===== src/rtl/npcs_pkg.sv =====
`timescale 1ns / 1ps
// Shared constants, types and controller encodings for the nearest palette color search.
package npcs_pkg;

  localparam int PALETTE_ENTRIES = 256;
  localparam int IDX_W           = $clog2(PALETTE_ENTRIES);
  localparam int CHAN_W          = 8;
  localparam int NUM_CHAN        = 4;
  localparam int WORD_W          = CHAN_W * NUM_CHAN;
  localparam int SIZE_W          = 9;
  localparam int SLOT_W          = 8;
  localparam int DIST_W          = 18;
  localparam int SQ_W            = 2 * CHAN_W;

  typedef enum logic {
    REQ_LOAD  = 1'b0,
    REQ_PIXEL = 1'b1
  } req_e;

  typedef enum logic [1:0] {
    ST_IDLE,
    ST_SEARCH,
    ST_DRAIN
  } state_e;

  typedef struct packed {
    logic load;
    logic start;
    logic rd_en;
    logic out_load;
  } dp_cmd_t;

  typedef struct packed {
    logic last_addr;
    logic pipe_busy;
    logic out_free;
  } dp_status_t;

endpackage


===== src/rtl/npcs_ctrl.sv =====
`timescale 1ns / 1ps
// Controller state machine that sequences palette loads and pixel searches.
module npcs_ctrl (
  input  logic                    clk_i,
  input  logic                    rst_ni,
  input  logic                    in_valid_i,
  input  logic                    req_type_i,
  output logic                    in_stall_o,
  input  npcs_pkg::dp_status_t    status_i,
  output npcs_pkg::dp_cmd_t       cmd_o
);

  npcs_pkg::state_e state_q, state_d;
  logic             accept;

  assign accept = in_valid_i && (state_q == npcs_pkg::ST_IDLE);

  always_ff @(posedge clk_i or negedge rst_ni) begin
    if (!rst_ni) begin
      state_q <= npcs_pkg::ST_IDLE;
    end else begin
      state_q <= state_d;
    end
  end

  always_comb begin
    state_d = state_q;
    unique case (state_q)
      npcs_pkg::ST_IDLE: begin
        if (accept && (req_type_i == npcs_pkg::REQ_PIXEL)) begin
          state_d = npcs_pkg::ST_SEARCH;
        end
      end
      npcs_pkg::ST_SEARCH: begin
        if (status_i.last_addr) begin
          state_d = npcs_pkg::ST_DRAIN;
        end
      end
      npcs_pkg::ST_DRAIN: begin
        if (!status_i.pipe_busy && status_i.out_free) begin
          state_d = npcs_pkg::ST_IDLE;
        end
      end
      default: state_d = npcs_pkg::ST_IDLE;
    endcase
  end

  always_comb begin
    cmd_o      = '0;
    in_stall_o = 1'b1;
    unique case (state_q)
      npcs_pkg::ST_IDLE: begin
        in_stall_o  = 1'b0;
        cmd_o.load  = accept && (req_type_i == npcs_pkg::REQ_LOAD);
        cmd_o.start = accept && (req_type_i == npcs_pkg::REQ_PIXEL);
      end
      npcs_pkg::ST_SEARCH: begin
        cmd_o.rd_en = 1'b1;
      end
      npcs_pkg::ST_DRAIN: begin
        cmd_o.out_load = !status_i.pipe_busy && status_i.out_free;
      end
      default: begin
        cmd_o = '0;
      end
    endcase
  end

endmodule


===== config.mk =====
export PLATFORM = sky130hd
export DESIGN_NAME = npcs_ctrl
export DESIGN_NICKNAME = d
export VERILOG_FILES = /design/src/rtl/npcs_pkg.sv /design/src/rtl/npcs_ctrl.sv
export SDC_FILE = /design/constraint.sdc
export NUM_CORES = 1
export LEC_CHECK = 0
export ABC_AREA = 1
export BUFFER_PORTS_ARGS = -buffer_cell sky130_fd_sc_hd__clkbuf_2
export CAP_MARGIN = 20
export CORE_AREA = 2 2 39 41
export CTS_CLUSTER_DIAMETER = 150
export DETAILED_ROUTE_END_ITERATION = 6
export DIE_AREA = 0 0 41 43
export SLEW_MARGIN = 10
export SYNTH_ARGS = -nofsm -noshare
export SYNTH_HDL_FRONTEND = slang
export SYNTH_SLANG_ARGS = --single-unit

===== constraint.sdc =====
create_clock -name clk_i -period 1 [get_ports clk_i]
set_clock_uncertainty 0.2 [all_clocks]
set_input_delay 0.2 -clock clk_i [delete_from_list [all_inputs] [get_ports clk_i]]
set_output_delay 0.2 -clock clk_i [all_outputs]
set_load 0.01 [all_outputs]

==> flow_summary_export.csv, run 1 <==
group,metric,value,unit
drt,drt_drc_violations_left,0,
status,status,"complete, but fails checks",
min_path,hp-class,"in2reg",
logic_synthesis,synth.area.top_cells,"dfrtp_1 38%, nand2_1 20%, inv_1 17%, nor2_1 8.6%, nor2_4 8.6%",
clock_tree,cts-htree-levels,1,
floorplan,die_area,1760,um2
sta,slew_headroom,0.895,
pwr,finalPower,0.766,mW
floorplan,core,1380,um2
sta,timing.fmax,693,MHz
logic_synthesis,synthesis.area,131,um2
logic_synthesis,yosys.area.top_type_share,0.381,
drt,dr.pass1.iters,2,
setup_path,worstPathArrival,1.04,ns
finish,num_antenna_cells,0,
logic_synthesis,synth_top_family_by_area,"simple AND/OR/NAND/NOR gates",
drt,drt-vias-per-instance,3.28,
sta,finalSetupViolations,7,
pwr,ir_worst_vdd,0.475,mV
logic_synthesis,synth_nets,28,
logic_synthesis,avgSynthCellArea,6.26,um2
setup_path,critPathKind,"reg2out",
clock_tree,clk_transition_reported_paths,0.03,ns
finish,fin_util,0.230,
status,violations,"setup timing",
logic_synthesis,syn_inst,21,
drt,ant_nets,0,
drt,wl,368,um
clock_tree,cts-buffers-inserted,3,
pwr,p_leak,0.186,nW
finish,regMostFlops,"state_q",
setup_path,cp-start-kind,"register",
global_routing,grtUsageTotal,0.0421,
floorplan,fp.dieH,43,um
logic_synthesis,synth-simple-area-share,0.448,
sta,fin_crit_sh,1.44,
sta,slew_viol_final,0,
finish,final_cell_mix,"7 x clkbuf_2, 6 x nand2_1, 4 x inv_1, 4 x buf_4",
place,hpwl,278,um
finish,final_common_cell,"clkbuf_2",
drt,wire_per_inst,6.46,um
global_routing,antenna_found_initial,0,
clock_tree,cts.path.max_buffers,2,
floorplan,die_w,41,um
place,port_buffers,11,
clock_tree,worstSkewPairLatency,0.22,ns
finish,drive_above_1_share,0.659,
sta,hold_viol_final,0,
floorplan,start_util,0.0949,
clock_tree,tritoncts,"done",
global_routing,grt_overflow_total,0,
logic_synthesis,yosysSeqAreaShare,0.381,
sta,layout_setup_ws,-0.444,ns
floorplan,rows,14,
global_routing,grt_pass1_vias,152,
logic_synthesis,synth_compound_area_frac,0,
clock_tree,cts.sinks,2,
floorplan,io_pins,12,
sta,rsz0062_at_grt,"yes",
finish,final_nets,50,
global_routing,grt_pass1_wl,462,um
clock_tree,ctsRootBufferMaster,"clkbuf_4",
drt,dr.first_iter.drc_count,1,
job,maxCapViolations,0,
logic_synthesis,synth_area_leader_cell,"dfrtp_1",
finish,area_delta_synth_final,142,%
setup_path,end_kind,"output pin",
logic_synthesis,synth_adder_area_share,0,
global_routing,grt_max_degree,4,
finish,largest_reg_flops,2,
sta,final.min_clock_period,1.44,ns
logic_synthesis,ys_warn_count,0,
finish,fillCellCount,167,
sta,setup_tns,-2.31,ns
finish,largest_registers,"state_q: 2 flops",
setup_path,required,0.60,ns
place,gp_congestion,0.534,
logic_synthesis,synth.distinct_cells,7,
logic_synthesis,synth_xor_area_frac,0,
setup_path,worstPathMaxFanout,3,
logic_synthesis,synth_mux_area_frac,0,
logic_synthesis,synth_seq_cells,2,
clock_tree,post_cts_buffers,0,
sta,tightestPinTransition,0.157,ns
drt,vias,187,
pwr,powerDensity,2410,nW/um2
==> path summary, 6_finish.rpt <==
path	slack, ns	start	depth (start not counted)	end
max in group asynchronous	0.41	rst_ni	2	state_q[1]
max	-0.44	state_q[1]	4	cmd_o[3]
min in group asynchronous	0.10	rst_ni	2	state_q[0]
min	0.004	status_i[2]	3	state_q[1]
min reg2reg	0.49	state_q[1]	4	state_q[1]
max reg2reg	-0.16	state_q[0]	6	state_q[1]
==> what timing repair did <==
action	CTS	global route
hold buffers	1	0
pin swaps	1	3
setup endpoints to repair	7	7
resized for setup	1	11
endpoints found under the hold margin	2	0
==> cell usage after synthesis <==
cell and count:
nand2_1 7, dfrtp_1 2, nor2_4 1, inv_1 6, nand3_1 1, nor3_1 1, nor2_1 3
==> kinds of logic after synthesis <==
group | Yosys count
and+or+nand+nor | 13
buffers and inverters | 6
DFF | 2
==> metal layers <==
layer | up-vias | track usage | share of wire
met5 | - | 0 | 0
met4 | 0 | 0.0600 | 0
met3 | 0 | 0 | 0.052
met2 | 5 | 0.0625 | 0.61
met1 | 82 | 0.0415 | 0.33
li1 | 100 | - | -
==> metrics by stage <==
stage | hold slack [ns] | cell area (um2) | instances | worst slack (ns)
after floorplan | -0.296 | 141 | 21 | -0.133
after global placement | -0.213 | 254 | 53 | -0.238
after detailed placement | -0.214 | 254 | 53 | -0.245
after CTS | 0.00796 | 287 | 57 | -0.464
after global routing | 0.0218 | 318 | 57 | -0.506
final | 0.00401 | 318 | 57 | -0.444
==> where the power goes <==
| part | internal [mW] | switching [mW] |
|---|---|---|
| combinational | 0.226 | 0.208 |
| clock | 0.132 | 0.0445 |
| sequential | 0.114 | 0.0407 |
| total | 0.473 | 0.294 |
==> area by class of cell <==
class | instances | area [um2] | share of cell area
sequential | 2 | 50.0 | 0.157
multi-input combinational | 13 | 81.3 | 0.256
clock buffer | 3 | 22.5 | 0.0709
inverter | 6 | 25.0 | 0.0787
tap | 16 | 20.0 | 0.0630
timing repair buffer | 17 | 119 | 0.374
==> worst max-delay path, stage by stage (launching register included) <==
cell and delay [ns]:
dfrtp_1 0.40, nor2_4 0.15, nand2_2 0.06, nor2_2 0.08, buf_2 0.13
(Power assumes the default switching activity.)
==> inputs of run 2 (changes only) <==
Settings changed: CELL_PAD_IN_SITES_DETAIL_PLACEMENT from default to 0, CELL_PAD_IN_SITES_GLOBAL_PLACEMENT from default to 2, PLACE_DENSITY_LB_ADDON from default to 0.1.
==> run 2 against run 1 <==
  * Maximum frequency barely moved
  * Final cell count rose by 1.8%
  * Largest power group unchanged
  * First-iteration DRC count fell by 100%
  * The run still ends with setup timing left
  * Combinational power rose by 6.2%
==> flow_summary_export.csv, run 2 (same netlist as run 1, synthesis figures left out) <==
group,metric,value,unit
setup_path,worstPathMaxFanout,3,
clock_tree,cts.sinks,2,
global_routing,grt_pass1_wl,621,um
finish,drive_above_1_share,0.690,
global_routing,grt_overflow_total,0,
pwr,finalPower,0.786,mW
global_routing,grtUsageTotal,0.0561,
status,status,"complete, but fails checks",
job,maxCapViolations,0,
drt,ant_nets,0,
setup_path,critPathKind,"reg2out",
sta,hold_viol_final,0,
floorplan,io_pins,12,
global_routing,antenna_found_initial,0,
finish,multiInputGateArea,78.8,um2
drt,dr.pass1.iters,1,
drt,drt_drc_violations_left,0,
clock_tree,cts.path.max_buffers,2,
floorplan,start_util,0.0949,
sta,rsz0062_at_grt,"yes",
clock_tree,cts-buffers-inserted,3,
clock_tree,tritoncts,"done",
sta,layout_setup_ws,-0.444,ns
pwr,ir_worst_vdd,0.625,mV
clock_tree,clk_transition_reported_paths,0.03,ns
pwr,p_leak,0.191,nW
sta,slew_viol_final,0,
sta,final.min_clock_period,1.44,ns
sta,tightestPinTransition,0.141,ns
place,pre_cts_ws,-0.250,ns
min_path,min_from,"status_i[2]",
place,gp_congestion,0.617,
setup_path,reg2reg_from,"state_q[0]",
global_routing,grt_pass1_vias,171,
finish,regArea,50.0,um2
sta,slew_headroom,0.906,
setup_path,cp-startpoint,"state_q[0]",
drt,dr.first_iter.drc_count,0,
finish,final_nets,51,
finish,num_antenna_cells,0,
sta,finalSetupViolations,7,
sta,timing.fmax,693,MHz
place,port_buffers,11,
finish,fillCellCount,167,
floorplan,rows,14,
global_routing,grt_max_degree,4,
finish,final_cell_mix,"7 x clkbuf_2, 5 x nand2_1, 5 x buf_6",
floorplan,fp.dieH,43,um
drt,wire_per_inst,6.67,um
floorplan,die_w,41,um
finish,largest_registers,"state_q: 2 flops",
status,violations,"setup timing",
clock_tree,cts-htree-levels,1,
setup_path,worstPathArrival,1.04,ns
setup_path,end_kind,"output pin",
drt,vias,197,
floorplan,core,1380,um2
drt,wl,387,um
setup_path,required,0.60,ns
sta,fin_crit_sh,1.44,
setup_path,cp-start-kind,"register",
place,hpwl,308,um
finish,area_delta_synth_final,151,%
min_path,hp-class,"in2reg",
finish,regMostFlops,"state_q",
finish,final_common_cell,"clkbuf_2",
clock_tree,worstSkewPairLatency,0.22,ns
clock_tree,ctsRootBufferMaster,"clkbuf_4",
pwr,powerDensity,2380,nW/um2
finish,largest_reg_flops,2,
drt,drt-vias-per-instance,3.40,
floorplan,die_area,1760,um2
run 2: layer usage:
metal,GRT usage,vias up,wire [um]
met2,0.0719,4,215
met4,0.0400,0,0
met5,0,-,0
li1,-,102,-
met1,0.0575,91,150
met3,0.0471,0,20
run 2: timing repair:
item                                    4_1_cts  5_1_grt
gates resized for setup                       4       10
pin swaps                                     3        0
endpoints found under the setup margin        7        7
buffers inserted                              2        2
hold buffers                                  1        0
endpoints found under the hold margin         3        0
run 2: final timing paths:
kind / to / slack, ns / depth (start not counted)
worst min-delay path: state_q[1] / 0.004 / 3
worst max register to register: state_q[0] / -0.14 / 6
worst min register to register: state_q[1] / 0.47 / 4
max in group asynchronous: state_q[1] / 0.40 / 2
worst max-delay path: cmd_o[3] / -0.44 / 4
min in group asynchronous: state_q[0] / 0.10 / 2
run 2: area by class of cell:
type,count,share of cell area
Clock buffer,3,0.0682
Multi-Input combinational cell,13,0.239
Sequential cell,2,0.152
Inverter,6,0.0758
Tap cell,16,0.0606
Timing Repair Buffer,18,0.405
run 2: metrics by stage:
step	setup TNS (ns)	util	std cells	cell area, um2	hold slack (ns)
2_1_floorplan	-0.319	-	21	141	-0.296
3_3_place_gp	-1.05	0.173	51	239	-0.211
3_5_place_dp	-1.06	0.173	51	239	-0.210
4_1_cts	-2.30	0.218	57	302	-0.000837
5_1_grt	-2.62	0.239	58	330	0.0145
6_report	-2.26	0.239	58	330	0.00415
run 2: report_power, final:
| group | switching, mW | internal, mW | total [mW] |
|---|---|---|---|
| Clock | 0.0427 | 0.132 | 0.175 |
| Sequential | 0.0343 | 0.114 | 0.149 |
| Combinational | 0.211 | 0.252 | 0.462 |
run 2: critical path: stages, from the launching register on:
cell and delay (ns):
dfrtp_1 0.39, nor2_2 0.16, nand2_1 0.08, nor2_2 0.07
buf_2 0.12
